[config.mk]
export PLATFORM = sky130hd
export DESIGN_NAME = escape_sequence_decoder_unit
export DESIGN_NICKNAME = d
export VERILOG_FILES = /design/src/design/esd_pkg.sv /design/src/design/esd_front.sv /design/src/design/esd_queue.sv /design/src/design/esd_back.sv /design/src/design/escape_sequence_decoder_unit.sv
export SDC_FILE = /design/constraint.sdc
export NUM_CORES = 1
export LEC_CHECK = 0
export BUFFER_PORTS_ARGS = -buffer_cell sky130_fd_sc_hd__buf_2
export CAP_MARGIN = 20
export CORE_AREA = 3 3 120 122
export DETAILED_ROUTE_END_ITERATION = 12
export DIE_AREA = 0 0 123 125
export HOLD_SLACK_MARGIN = 0.05
export PLACE_DENSITY = 0.76
export SETUP_SLACK_MARGIN = 0.1
export SLEW_MARGIN = 20
export SYNTH_ARGS = -nofsm -noshare
export SYNTH_HDL_FRONTEND = slang
export SYNTH_SLANG_ARGS = --single-unit
[constraint.sdc]
create_clock -name i_clk -period 3.9 [get_ports i_clk]
set_clock_uncertainty 0.05 [all_clocks]
set_input_delay 0.39 -clock i_clk [delete_from_list [all_inputs] [get_ports i_clk]]
set_output_delay 0.39 -clock i_clk [all_outputs]
set_load 0.01 [all_outputs]
[src/design/esd_pkg.sv]
// ============================================================================
// esd_pkg
// Shared types, constants and a helper function of the escape sequence decoder.
// ============================================================================
package esd_pkg;

    localparam int QUEUE_DEPTH = 4;

    localparam logic [2:0] ADDR_ESCAPE_ENABLE  = 3'd0;
    localparam logic [2:0] ADDR_NEWLINE_ENABLE = 3'd4;

    localparam logic [7:0] CH_BSLASH = 8'h5C;
    localparam logic [7:0] CH_SPACE  = 8'h20;
    localparam logic [7:0] CH_LF     = 8'h0A;
    localparam logic [7:0] CH_ESC    = 8'h1B;
    localparam logic [7:0] CH_BEL    = 8'h07;
    localparam logic [7:0] CH_TAB    = 8'h09;
    localparam logic [7:0] CH_BS     = 8'h08;
    localparam logic [7:0] CH_CR     = 8'h0D;
    localparam logic [7:0] CH_VT     = 8'h0B;
    localparam logic [7:0] CH_FF     = 8'h0C;

    localparam logic [7:0] LT_E    = 8'h65;
    localparam logic [7:0] LT_A    = 8'h61;
    localparam logic [7:0] LT_T    = 8'h74;
    localparam logic [7:0] LT_B    = 8'h62;
    localparam logic [7:0] LT_R    = 8'h72;
    localparam logic [7:0] LT_N    = 8'h6E;
    localparam logic [7:0] LT_V    = 8'h76;
    localparam logic [7:0] LT_F    = 8'h66;
    localparam logic [7:0] LT_X    = 8'h78;
    localparam logic [7:0] LT_ZERO = 8'h30;

    localparam logic [1:0] HEX_DIGITS = 2'd2;
    localparam logic [1:0] OCT_DIGITS = 2'd3;

    typedef enum logic [1:0] {
        MODE_NORMAL,
        MODE_BSLASH,
        MODE_HEX,
        MODE_OCT
    } t_mode;

    typedef struct packed {
        logic [1:0]      count;
        logic [2:0][7:0] bytes;
    } t_bundle;

    // Returns {valid, digit} for a hex digit or, with is_hex low, an octal digit.
    function automatic logic [4:0] digit_of(input logic [7:0] c, input logic is_hex);
        logic [4:0] res;
        res = 5'd0;
        if (c >= 8'h30 && c <= 8'h37) begin
            res = {1'b1, 1'b0, c[2:0]};
        end else if (is_hex && (c == 8'h38 || c == 8'h39)) begin
            res = {1'b1, c[3:0]};
        end else if (is_hex && ((c >= 8'h61 && c <= 8'h66) || (c >= 8'h41 && c <= 8'h46))) begin
            res = {1'b1, 1'b1, c[2:0] + 3'd1};
        end
        return res;
    endfunction

endpackage

[src/design/esd_front.sv]
// ============================================================================
// esd_front
// Accepts argument bytes, tracks the escape parse state and turns each byte
// into a bundle of up to three output bytes for the queue.
// ============================================================================
module esd_front
    import esd_pkg::*;
(
    input  logic    i_clk,
    input  logic    i_rst_n,
    input  logic    i_escape_enable,
    input  logic    i_newline_enable,
    input  logic    i_valid,
    input  logic    i_queue_full,
    input  logic    [7:0] i_char_code,
    input  logic    i_arg_end,
    input  logic    i_final_arg,
    output logic    o_ready,
    output logic    o_push,
    output t_bundle o_bundle
);

    t_mode      r_mode, n_mode;
    logic [1:0] r_cnt, n_cnt;
    logic [7:0] r_val, n_val;

    logic [1:0]      e_n;
    logic [2:0][7:0] e_bytes;
    logic [4:0]      dig;
    logic [1:0]      maxd;
    logic            accept;

    assign o_ready = !i_queue_full;
    assign accept  = i_valid && o_ready;

    always_comb begin
        n_mode  = r_mode;
        n_cnt   = r_cnt;
        n_val   = r_val;
        e_n     = 2'd0;
        e_bytes = '0;
        dig     = digit_of(i_char_code, r_mode == MODE_HEX);
        maxd    = (r_mode == MODE_HEX) ? HEX_DIGITS : OCT_DIGITS;

        if (!i_escape_enable) begin
            n_mode = MODE_NORMAL;
            n_cnt  = 2'd0;
            n_val  = 8'd0;
            e_bytes[e_n] = i_char_code;
            e_n = e_n + 2'd1;
        end else begin
            unique case (r_mode)
                MODE_NORMAL: begin
                    if (i_char_code == CH_BSLASH && !i_arg_end) begin
                        n_mode = MODE_BSLASH;
                    end else begin
                        e_bytes[e_n] = i_char_code;
                        e_n = e_n + 2'd1;
                    end
                end
                MODE_BSLASH: begin
                    n_mode = MODE_NORMAL;
                    case (i_char_code)
                        LT_E: begin e_bytes[e_n] = CH_ESC; e_n = e_n + 2'd1; end
                        LT_A: begin e_bytes[e_n] = CH_BEL; e_n = e_n + 2'd1; end
                        LT_T: begin e_bytes[e_n] = CH_TAB; e_n = e_n + 2'd1; end
                        LT_B: begin e_bytes[e_n] = CH_BS; e_n = e_n + 2'd1; end
                        LT_R: begin e_bytes[e_n] = CH_CR; e_n = e_n + 2'd1; end
                        LT_N: begin e_bytes[e_n] = CH_LF; e_n = e_n + 2'd1; end
                        LT_V: begin e_bytes[e_n] = CH_VT; e_n = e_n + 2'd1; end
                        LT_F: begin e_bytes[e_n] = CH_FF; e_n = e_n + 2'd1; end
                        CH_BSLASH: begin e_bytes[e_n] = CH_BSLASH; e_n = e_n + 2'd1; end
                        LT_X: begin
                            n_mode = MODE_HEX;
                            n_cnt  = 2'd0;
                            n_val  = 8'd0;
                        end
                        LT_ZERO: begin
                            n_mode = MODE_OCT;
                            n_cnt  = 2'd0;
                            n_val  = 8'd0;
                        end
                        default: begin
                            e_bytes[e_n] = CH_BSLASH;
                            e_n = e_n + 2'd1;
                            e_bytes[e_n] = i_char_code;
                            e_n = e_n + 2'd1;
                        end
                    endcase
                end
                MODE_HEX, MODE_OCT: begin
                    if (dig[4]) begin
                        n_val = (r_mode == MODE_HEX) ? {r_val[3:0], dig[3:0]}
                                                     : {r_val[4:0], dig[2:0]};
                        n_cnt = r_cnt + 2'd1;
                        if (n_cnt >= maxd) begin
                            e_bytes[e_n] = n_val;
                            e_n = e_n + 2'd1;
                            n_mode = MODE_NORMAL;
                            n_cnt  = 2'd0;
                            n_val  = 8'd0;
                        end
                    end else begin
                        e_bytes[e_n] = r_val;
                        e_n = e_n + 2'd1;
                        n_mode = MODE_NORMAL;
                        n_cnt  = 2'd0;
                        n_val  = 8'd0;
                        if (i_char_code == CH_BSLASH && !i_arg_end) begin
                            n_mode = MODE_BSLASH;
                        end else begin
                            e_bytes[e_n] = i_char_code;
                            e_n = e_n + 2'd1;
                        end
                    end
                end
                default: begin
                    n_mode = MODE_NORMAL;
                end
            endcase
        end

        if (i_arg_end) begin
            if (n_mode == MODE_HEX || n_mode == MODE_OCT) begin
                e_bytes[e_n] = n_val;
                e_n = e_n + 2'd1;
            end
            n_mode = MODE_NORMAL;
            n_cnt  = 2'd0;
            n_val  = 8'd0;
            if (!i_final_arg) begin
                e_bytes[e_n] = CH_SPACE;
                e_n = e_n + 2'd1;
            end else if (i_newline_enable) begin
                e_bytes[e_n] = CH_LF;
                e_n = e_n + 2'd1;
            end
        end
    end

    assign o_push         = accept && (e_n != 2'd0);
    assign o_bundle.count = e_n;
    assign o_bundle.bytes = e_bytes;

    always_ff @(posedge i_clk) begin
        if (!i_rst_n) begin
            r_mode <= MODE_NORMAL;
            r_cnt  <= 2'd0;
            r_val  <= 8'd0;
        end else if (accept) begin
            r_mode <= n_mode;
            r_cnt  <= n_cnt;
            r_val  <= n_val;
        end
    end

endmodule

[src/design/esd_queue.sv]
// ============================================================================
// esd_queue
// Short queue of decoded byte bundles between the front and the back part.
// ============================================================================
module esd_queue
    import esd_pkg::*;
#(
    parameter int DEPTH = QUEUE_DEPTH
) (
    input  logic    i_clk,
    input  logic    i_rst_n,
    input  logic    i_push,
    input  t_bundle i_data,
    input  logic    i_pop,
    output logic    o_full,
    output logic    o_empty,
    output t_bundle o_head
);

    localparam int PW = (DEPTH > 1) ? $clog2(DEPTH) : 1;
    localparam int CW = $clog2(DEPTH + 1);
    localparam logic [PW-1:0] LAST_PTR = PW'(DEPTH - 1);
    localparam logic [CW-1:0] FULL_CNT = CW'(DEPTH);

    t_bundle       r_mem [DEPTH];
    logic [PW-1:0] r_wr, r_rd;
    logic [CW-1:0] r_cnt;
    logic          do_pop;

    assign o_full  = (r_cnt == FULL_CNT);
    assign o_empty = (r_cnt == '0);
    assign o_head  = r_mem[r_rd];
    assign do_pop  = i_pop && !o_empty;

    always_ff @(posedge i_clk) begin
        if (i_push && !o_full) begin
            r_mem[r_wr] <= i_data;
        end
    end

    always_ff @(posedge i_clk) begin
        if (!i_rst_n) begin
            r_wr  <= '0;
            r_rd  <= '0;
            r_cnt <= '0;
        end else begin
            if (i_push && !o_full) begin
                r_wr <= (r_wr == LAST_PTR) ? '0 : r_wr + PW'(1);
            end
            if (do_pop) begin
                r_rd <= (r_rd == LAST_PTR) ? '0 : r_rd + PW'(1);
            end
            r_cnt <= r_cnt + CW'(i_push && !o_full) - CW'(do_pop);
        end
    end

endmodule

[src/design/esd_back.sv]
// ============================================================================
// esd_back
// Streams the bytes of the head bundle one per transaction and marks the
// last byte of each bundle.
// ============================================================================
module esd_back
    import esd_pkg::*;
(
    input  logic       i_clk,
    input  logic       i_rst_n,
    input  logic       i_empty,
    input  t_bundle    i_head,
    input  logic       i_ready,
    output logic       o_pop,
    output logic       o_valid,
    output logic [7:0] o_out_byte,
    output logic       o_run_last
);

    logic [1:0] r_idx;
    logic       take;

    assign o_valid    = !i_empty;
    assign o_out_byte = i_head.bytes[r_idx];
    assign o_run_last = (r_idx == i_head.count - 2'd1);
    assign take       = o_valid && i_ready;
    assign o_pop      = take && o_run_last;

    always_ff @(posedge i_clk) begin
        if (!i_rst_n) begin
            r_idx <= 2'd0;
        end else if (take) begin
            r_idx <= o_run_last ? 2'd0 : r_idx + 2'd1;
        end
    end

endmodule

[src/design/escape_sequence_decoder_unit.sv]
// ============================================================================
// escape_sequence_decoder_unit
// Decodes backslash escapes of echo arguments into an output byte stream.
// ============================================================================
//  Channel   Direction  Transaction carries
//  s_axis    in         tdata = char_code, tlast = arg_end, tuser = final_arg
//  m_axis    out        tdata = out_byte, tlast = run_last
//  APB       in         0x0 escape_enable, 0x4 newline_enable
//
// The front part takes one byte per cycle while the queue has room.
// Each byte yields zero to three output bytes; the back part sends one per cycle while m_axis_tready is high.
// A byte that yields one output byte therefore sustains one transaction per cycle.
// Reset is synchronous and empties the queue; no output is valid after it.
// A stalled output fills the queue, and only then is s_axis_tready dropped.
module escape_sequence_decoder_unit
    import esd_pkg::*;
#(
    parameter int QDEPTH = QUEUE_DEPTH
) (
    input  logic        i_clk,
    input  logic        i_rst_n,
    input  logic        s_axis_tvalid,
    output logic        s_axis_tready,
    input  logic [7:0]  s_axis_tdata,   // [7:0] char_code
    input  logic        s_axis_tlast,
    input  logic        s_axis_tuser,   // [0] final_arg
    output logic        m_axis_tvalid,
    input  logic        m_axis_tready,
    output logic [7:0]  m_axis_tdata,   // [7:0] out_byte
    output logic        m_axis_tlast,
    input  logic        psel,
    input  logic        penable,
    input  logic        pwrite,
    input  logic [2:0]  paddr,
    input  logic [31:0] pwdata,
    output logic [31:0] prdata,
    output logic        pready
);

    logic    r_escape_enable;
    logic    r_newline_enable;
    logic    push, pop, full, empty;
    t_bundle bundle, head;

    assign pready = 1'b1;

    always_ff @(posedge i_clk) begin
        if (!i_rst_n) begin
            r_escape_enable  <= 1'b0;
            r_newline_enable <= 1'b1;
        end else if (psel && penable && pwrite) begin
            if (paddr[2] == ADDR_NEWLINE_ENABLE[2]) begin
                r_newline_enable <= pwdata[0];
            end else begin
                r_escape_enable <= pwdata[0];
            end
        end
    end

    always_comb begin
        prdata = '0;
        if (paddr[2] == ADDR_NEWLINE_ENABLE[2]) begin
            prdata[0] = r_newline_enable;
        end else begin
            prdata[0] = r_escape_enable;
        end
    end

    esd_front u_front (
        .i_clk            (i_clk),
        .i_rst_n          (i_rst_n),
        .i_escape_enable  (r_escape_enable),
        .i_newline_enable (r_newline_enable),
        .i_valid          (s_axis_tvalid),
        .i_queue_full     (full),
        .i_char_code      (s_axis_tdata),
        .i_arg_end        (s_axis_tlast),
        .i_final_arg      (s_axis_tuser),
        .o_ready          (s_axis_tready),
        .o_push           (push),
        .o_bundle         (bundle)
    );

    esd_queue #(
        .DEPTH (QDEPTH)
    ) u_queue (
        .i_clk   (i_clk),
        .i_rst_n (i_rst_n),
        .i_push  (push),
        .i_data  (bundle),
        .i_pop   (pop),
        .o_full  (full),
        .o_empty (empty),
        .o_head  (head)
    );

    esd_back u_back (
        .i_clk      (i_clk),
        .i_rst_n    (i_rst_n),
        .i_empty    (empty),
        .i_head     (head),
        .i_ready    (m_axis_tready),
        .o_pop      (pop),
        .o_valid    (m_axis_tvalid),
        .o_out_byte (m_axis_tdata),
        .o_run_last (m_axis_tlast)
    );

endmodule

# Word-level counts from Yosys, hierarchy flattened
# Memories as Yosys holds them, arrays and structs flattened. A register that Yosys moved wholly into a read port is not among the register bits.
# Index checks and enable logic that the tools add are counted.
[classes] n_addsub=10 order_cmp=12 eq_ne=24 n_mux=67 bitwise=7 reduce_logical=32
[ops] operator="$mux W8" n=16
[ops] operator="$mux W24" n=5
[ops] operator="$eq A8 B7 Y1 const B" n=10
[ops] operator="$pmux W7 S9" n=1
[ops] operator="$mux W2" n=23
[ops] operator="$demux W8 S2" n=2
[ops] operator="$pmux W8 S2" n=2
[ops] operator="$bwmux W24" n=1
[ops] operator="$eq A8 B6 Y1 const B" n=3
[ops] operator="$pmux W8 S3" n=1
[ops] operator="$and A21 B21 Y21" n=1
[ops] operator="$not A21 Y21" n=1
[ops] operator="$and A18 B18 Y18" n=1
[ops] operator="$not A18 Y18" n=1
[ops] operator="$bmux W8 S2" n=1
[ops] operator="$ge A8 B7 Y1 const B" n=2
[ops] operator="$le A8 B7 Y1 const B" n=2
[ops] operator="$logic_and A1 B1 Y1" n=16
[ops] operator="$mux W5" n=3
[ops] operator="$add A2 B1 Y2 const B" n=6
[ops] operator="$eq A2 B2 Y1 const B" n=6
[ops] operator="$pmux W2 S2" n=3
[ops] operator="$pmux W2 S3" n=2
[ops] operator="$reduce_or A11 Y1" n=1
[ops] operator="27 further kinds" n=42
[word_totals] reg_bits=23 ramBits=104 in_bits=52 out_inout_bits=44 elab_cells=162 mem_count=1
[memory_table] memory="u_queue.r_mem" words=4 word_bits=26 rd=1 rd_ports_with_merged_regs=1 wr=1 line="esd_queue.sv:25" rtl="t_bundle r_mem [DEPTH];"

# Depth between registers and ports, before layout
[depth] ltp_word=23 mapped_depth=19 depth_no_buf=18

# Hierarchy
# Synthesis repeated with hierarchy kept, for this count alone.
[unflattened] hier_cells=568 hier_area_um2=6981.7
[by_module_without_submodules] module="esd_queue" n_inst=1 cells_per_inst=188 area_per_inst_um2=4279.1 seq_area_each_um2=3303.2
[by_module_without_submodules] module="esd_front" n_inst=1 cells_per_inst=291 area_per_inst_um2=2042.0 seq_area_each_um2=240.2
[by_module_without_submodules] module="escape_sequence_decoder_unit" n_inst=1 cells_per_inst=45 area_per_inst_um2=354.1 seq_area_each_um2=40.0
[by_module_without_submodules] module="esd_back" n_inst=1 cells_per_inst=44 area_per_inst_um2=306.5 seq_area_each_um2=40.0

# Least setup slack after synthesis
# No wires, ideal clock.
[synth_path] path_type="register to register" startpoint="reg u_front.r_mode[0]" endpoint="reg u_queue.r_cnt[2]" setup_time_ps=115 arrival_time_ps=3861 required_ps=3735 path_slack_ps=-126 path_stages_with_launch=19 path_buffers=1 period_less_slack_ps=4026 path_cell_list="dfxtp_1 nand2b_1 buf_2 ha_1 nand2b_1 nand2_1 a31oi_1 a211oi_1 or4_1 ha_1 o32ai_1 nor2_1 a31oi_4 ha_1 inv_1 fa_1 xnor2_1 xnor2_1 and2_1"
[synth_via] elab_chain_len=21 word_cells_on_any_way=36 classes_between="add/sub: 4; order compare: 1; eq/ne: 5; mux: 18; reduce/logical: 8"
[synth_rtl] element="start: declaration" line="esd_front.sv:23" rtl="t_mode r_mode, n_mode;"
[synth_rtl] element="start signal: assignment" line="esd_front.sv:151" rtl="r_mode <= n_mode;"
[synth_rtl] element="branches (longest 15 deep; another with $ge A2 B2 Y1)"
[synth_rtl] element="$mux W2 (*)" line="esd_front.sv:123" rtl="if (i_arg_end) begin"
[synth_rtl] element="$reduce_bool A2 Y1 (*)" line="esd_front.sv:141" rtl="assign o_push = accept && (e_n != 2'd0);"
[synth_rtl] element="$logic_and A1 B1 Y1 (*)" line="esd_front.sv:141"
[synth_rtl] element="$logic_and A1 B1 Y1 (*)" line="esd_queue.sv:53" rtl="r_cnt <= r_cnt + CW'(i_push && !o_full) - CW'(do_pop);"
[synth_rtl] element="$add A3 B1 Y3 (*)" line="esd_queue.sv:53"
[synth_rtl] element="$sub A3 B1 Y3 (*)" line="esd_queue.sv:53"
[synth_rtl] element="end signal: assignment" line="esd_queue.sv:53"
[synth_rtl] element="end: declaration" line="esd_queue.sv:27" rtl="logic [CW-1:0] r_cnt;"
# Every way passes the cells marked *. The select of a mux whose other input is x is not followed.
# A chain may end at the register's enable or synchronous reset.

# Worst setup path after layout
# Ends and elaborated chain as after synthesis.

==> reports/results.env <==
ANT_NETS=0
FINALCRITICALPERIOD_NS=3.67
SYNTH-WARNING-COUNT=0
POST-ROUTE-DRC-COUNT=0
WORSTPATHBUFFERINVERTERCOUNT=1
PLACED_CELL_AREA_SQ_MM=0.00771
TIMING_HOLD_VIOLATIONS_FINAL=0
CTS_TREE='done'
NUM-FILL-CELLS=1021
POST-DP-HPWL_MM=11.9
CORE_AREA_SQ_MM=0.0133
FINALWIRELENGTH_MM=16.9
ROUTE.DETAILED.VIAS_PER_INST=5.79
ROUTEDWLPERCELL_UM=19.5
CP_CELL_SEQUENCE='nand2b_4 -> ha_1 -> nand2b_4 -> nand2_4 -> a31oi_4 -> a211oi_2 -> or4_4 -> ha_4 -> o32ai_4 -> nor2_4 -> a31oi_4 -> ha_2 -> inv_2 -> fa_2 -> xnor2_2 -> xnor2_1 -> and2_1'
MAX_FREQ_GHz=0.273
OUTCOME='finished clean'
GRT_MAX_DEGREE=27
CLK_PIN_SLEW_NS=0.05
REG_POWER_SHARE_PCT=40.2
TRITONCTS_BUFFERS=17
SLEW_HEADROOM_PCT=49.7
PORTBUFFERS=30
CP_DATA_REQUIRED_TIME_NS=4.17
SYNTH_ENABLE_FLOP_CELLS=104
NETS=751
POWER_FRAC_CLOCK_PCT=42.1
PLACEMENTROWS=42
FINAL.PERIOD_UTILIZATION_PCT=94.1
HTREE_LEVELS=4
TOTAL_LEAKAGE_POWER_nW=3.10
POWER_SWITCHING_SHARE_PCT=25.1
NUM_IO_PINS=96
CLOCK_ROOT_BUFFER='sky130_fd_sc_hd__clkbuf_16'
SETUP.WORST_PATH.START_CLASS='register'
TIMING.SETUP.CRITICAL_PATH_CLASS='register to register'
WORST_PATH_DOMINANT_CELL_FAMILY='simple AND/OR/NAND/NOR gates'
NETLIST_AREA_SQ_MM=0.00699
CTS_HOLD_BUFFERS=0
INSERTEDDIODECOUNT=0
DIE_W_UM=123
CLOCKBUFFERDEPTH=2
DIE_SPAN_Y_UM=125
RR_WORST_DEPTH=17
WORSTHOLDPATHTYPE='input port to register'
CP_SLOWEST_STAGE_DELAY_NS=0.56
P_PER_AREA_mW_PER_MM2=481
WORST_SKEW_PAIR.LATE_LATENCY_NS=0.42
STARTING_DENSITY_PCT=52.6
WORST_ENDPOINT_DATA_ARRIVAL_TIME_NS=3.94
POST_ROUTE_CELLS_DRIVE_ABOVE_1_SHARE_PCT=27.3
WORST-SLEW-PIN-TRANSITION_NS=0.747
POWER.SHARE.COMBINATIONAL_PCT=17.8
YOSYS_REGISTER_BITS=129
TRACK_USAGE_PCT=22.7
YOSYS.CELL_TYPES.COUNT=73
ROUTE.VIAS.TOTAL=5029
YS.FLOP_TYPE='sky130_fd_sc_hd__edfxtp_1'
INTERNAL-POWER_mW=3.04
MAXCAPVIOLCOUNT=0
CTS_NUM_SINKS=129
FIRSTDRTPASSITERS=5
TIMING.CRITICAL_PATH.FANOUT_MAX=3
CRITICAL_PATH.ENDPOINT_TYPE='register'
GRT_FIRST_PASS_WIRELENGTH_MM=26.7
YS_ASYNC_SR_FRACTION_PCT=0
MIN_PATH_CELLS=2
PLACE_CONGESTION=0.935
GRT_ANTENNA_BEFORE_REPAIR=0
SYNTH_SEQUENTIAL_AREA_RATIO_PCT=51.8
SYNTHTOLAYOUTAREAGROWTH_PCT=20.8
SYN_AREA_PER_CELL_SQ_UM=12.0
DETAIL_ROUTE.ITER0.VIOLATIONS=421
MAX-VDD-IR-DROP_mV=0.262
CRIT_SLOWEST_CELL='sky130_fd_sc_hd__or4_4'
CRITICAL_PATH_CELL_COUNT=17
GLOBALROUTEOVERFLOWTOTAL=0
SWITCHING_COMPONENT_OF_THE_POWER_mW=1.02
FIN_AREA_SQ_MM=0.00845
FLOORPLAN.DIE_AREA_SQ_MM=0.0154
TIMING.FINAL.MAX_SLEW_VIOLATIONS=0
GRT_SETUP_UNREPAIRED='no'
TOTAL_POWER_mW=4.07
SYNTH_CELLS=583
VIAS_IN_THE_FIRST_GLOBAL_ROUTE=5075
FINAL_SETUP_VIO_COUNT=0
## cells by family (layout without fill, tap and decap cells)
kind of cell             count (synthesis)  in the layout  synth area share, %
buffers and inverters                   95            155                 7.30
adder cells (fa/ha/maj)                 18             18                 3.33
other                                    2             52                0.107
XOR/XNOR                                 6              6                0.751
AND/OR/NAND/NOR                        161            161                 12.3
AO/OA/AOI/OAI                          126            126                 13.2
flip-flops                             129            129                 51.8
multiplexers                            46             46                 11.3
## through the flow
step	hold slack [ns]	utilization [%]	instances	TNS [ns]	setup slack (ns)
6_report	0.141	63.5	869	0	0.231
3_5_place_dp	0.445	58.0	836	-0.295	-0.274
2_1_floorplan	0.418	-	633	-0.0205	-0.0205
5_1_grt	0.142	63.5	869	0	0.0895
4_1_cts	0.136	63.0	867	0	0.109
3_3_place_gp	0.427	58.0	836	-0.155	-0.155
## final timing paths
kind	end	start	slack, ns
worst max-delay path	u_queue.r_cnt[2]	u_front.r_mode[0]	0.23
worst min-delay path	u_front.r_mode[0]	s_axis_tvalid	0.14
worst max register to register	u_queue.r_cnt[2]	u_front.r_mode[0]	0.23
worst min register to register	register	u_queue.r_rd[0]	0.46
## cell usage in the layout, fill, tap and decap left out, types with 3 or more instances in the layout
master / n
sky130_fd_sc_hd__nor2_1: 24
sky130_fd_sc_hd__a211oi_1: 8
sky130_fd_sc_hd__a31oi_1: 3
sky130_fd_sc_hd__and2_2: 4
sky130_fd_sc_hd__edfxtp_1: 104
sky130_fd_sc_hd__nand4_1: 3
sky130_fd_sc_hd__nand2_1: 43
sky130_fd_sc_hd__a22o_1: 3
sky130_fd_sc_hd__o22ai_1: 9
sky130_fd_sc_hd__o21a_1: 8
sky130_fd_sc_hd__a21oi_1: 21
sky130_fd_sc_hd__and3_1: 10
sky130_fd_sc_hd__dfxtp_2: 3
sky130_fd_sc_hd__buf_12: 6
sky130_fd_sc_hd__clkbuf_16: 17
sky130_fd_sc_hd__and2_1: 8
sky130_fd_sc_hd__dfxtp_1: 22
sky130_fd_sc_hd__buf_2: 30
sky130_fd_sc_hd__nand3_1: 17
sky130_fd_sc_hd__nor4_1: 5
sky130_fd_sc_hd__buf_4: 54
sky130_fd_sc_hd__bufinv_16: 5
sky130_fd_sc_hd__nand2b_1: 3
sky130_fd_sc_hd__a21boi_0: 6
sky130_fd_sc_hd__o21ai_0: 22
sky130_fd_sc_hd__xnor2_1: 4
sky130_fd_sc_hd__mux2i_1: 18
sky130_fd_sc_hd__inv_1: 33
sky130_fd_sc_hd__o211ai_1: 6
sky130_fd_sc_hd__mux4_2: 26
sky130_fd_sc_hd__conb_1: 52
sky130_fd_sc_hd__nor3_1: 8
sky130_fd_sc_hd__a32oi_1: 6
sky130_fd_sc_hd__nor2b_1: 13
sky130_fd_sc_hd__ha_1: 14
sky130_fd_sc_hd__or3_1: 3
sky130_fd_sc_hd__a22oi_1: 7
## sequential cells by signal (all words and copies together), names as in the netlist, named ones only
signal            count
r_escape_enable       1
r_newline_enable      1
u_back.r_idx          2
u_front.r_cnt         2
u_front.r_mode        2
u_front.r_val         8
u_queue.r_cnt         3
u_queue.r_mem       104
u_queue.r_rd          2
u_queue.r_wr          2
## power groups by stage
| stage | clock network [mW] | logic [mW] | registers (mW) |
|---|---|---|---|
| 3_3_place_gp | 0 | 0.682 | 1.65 |
| 6_report | 1.71 | 0.722 | 1.63 |
| 5_1_grt | 1.80 | 0.790 | 1.64 |
| 3_5_place_dp | 0 | 0.700 | 1.66 |
| 4_1_cts | 1.72 | 0.709 | 1.63 |
| 2_1_floorplan | 0 | 0.481 | 1.65 |
## metal layers
| layer | GRT usage, % | vias to the layer above | share of wire, % |
|---|---|---|---|
| met5 | 0 | - | 0 |
| met3 | 4.92 | 34 | 5.8 |
| met2 | 38.8 | 178 | 52 |
| li1 | - | 2316 | - |
| met4 | 7.88 | 0 | 2.4 |
| met1 | 28.4 | 2501 | 40 |
## synthesized netlist by cell type (6+ instances only)
library cell               instances  area, sq um
sky130_fd_sc_hd__edfxtp_1        104         3120
sky130_fd_sc_hd__nand2_1          44          165
sky130_fd_sc_hd__inv_1            34          128
sky130_fd_sc_hd__buf_4            33          248
sky130_fd_sc_hd__mux4_2           26          586
sky130_fd_sc_hd__dfxtp_1          25          500
sky130_fd_sc_hd__nor2_1           25         93.8
sky130_fd_sc_hd__a21oi_1          22          110
sky130_fd_sc_hd__o21ai_0          22          110
sky130_fd_sc_hd__mux2i_1          18          180
sky130_fd_sc_hd__ha_1             17          213
sky130_fd_sc_hd__nand3_1          17         85.1
sky130_fd_sc_hd__clkbuf_1         15         56.3
sky130_fd_sc_hd__nor2b_1          13         81.3
sky130_fd_sc_hd__and2_1           12         75.1
sky130_fd_sc_hd__and3_1           10         62.6
sky130_fd_sc_hd__a211oi_1          9         67.6
sky130_fd_sc_hd__o22ai_1           9         56.3
sky130_fd_sc_hd__nor3_1            8         40.0
sky130_fd_sc_hd__o21a_1            8         60.1
sky130_fd_sc_hd__a22oi_1           7         52.6
sky130_fd_sc_hd__a21boi_0          6         45.0
sky130_fd_sc_hd__a32oi_1           6         52.6
sky130_fd_sc_hd__buf_2             6         30.0
sky130_fd_sc_hd__o211ai_1          6         45.0
## layout make-up
cell class | count | area (sq um) | area share [%]
clock inverters | 13 | 210 | 2.49
clock buffers | 18 | 429 | 5.08
flip-flops and latches | 129 | 3630 | 42.9
inverters | 34 | 128 | 1.51
multi-input cells | 409 | 3160 | 37.4
well taps | 176 | 220 | 2.61
repair buffers | 90 | 676 | 8.00
## worst reg2reg max path, cell delays in order (launching register included)
cell	delay (ns)
sky130_fd_sc_hd__dfxtp_2	0.32
sky130_fd_sc_hd__nand2b_4	0.14
sky130_fd_sc_hd__ha_1	0.27
sky130_fd_sc_hd__nand2b_4	0.14
sky130_fd_sc_hd__nand2_4	0.07
sky130_fd_sc_hd__a31oi_4	0.20
sky130_fd_sc_hd__a211oi_2	0.10
sky130_fd_sc_hd__or4_4	0.56
sky130_fd_sc_hd__ha_4	0.24
sky130_fd_sc_hd__o32ai_4	0.13
sky130_fd_sc_hd__nor2_4	0.09
sky130_fd_sc_hd__a31oi_4	0.20
sky130_fd_sc_hd__ha_2	0.21
sky130_fd_sc_hd__inv_2	0.04
sky130_fd_sc_hd__fa_2	0.39
sky130_fd_sc_hd__xnor2_2	0.15
sky130_fd_sc_hd__xnor2_1	0.12
sky130_fd_sc_hd__and2_1	0.15
## timing repair
item                       in CTS  in global routing
buffers inserted                0                  2
pin swaps                       1                  9
gates resized for setup         5                 11
setup endpoints to repair       1                  1
(Power assumes the default switching activity.)
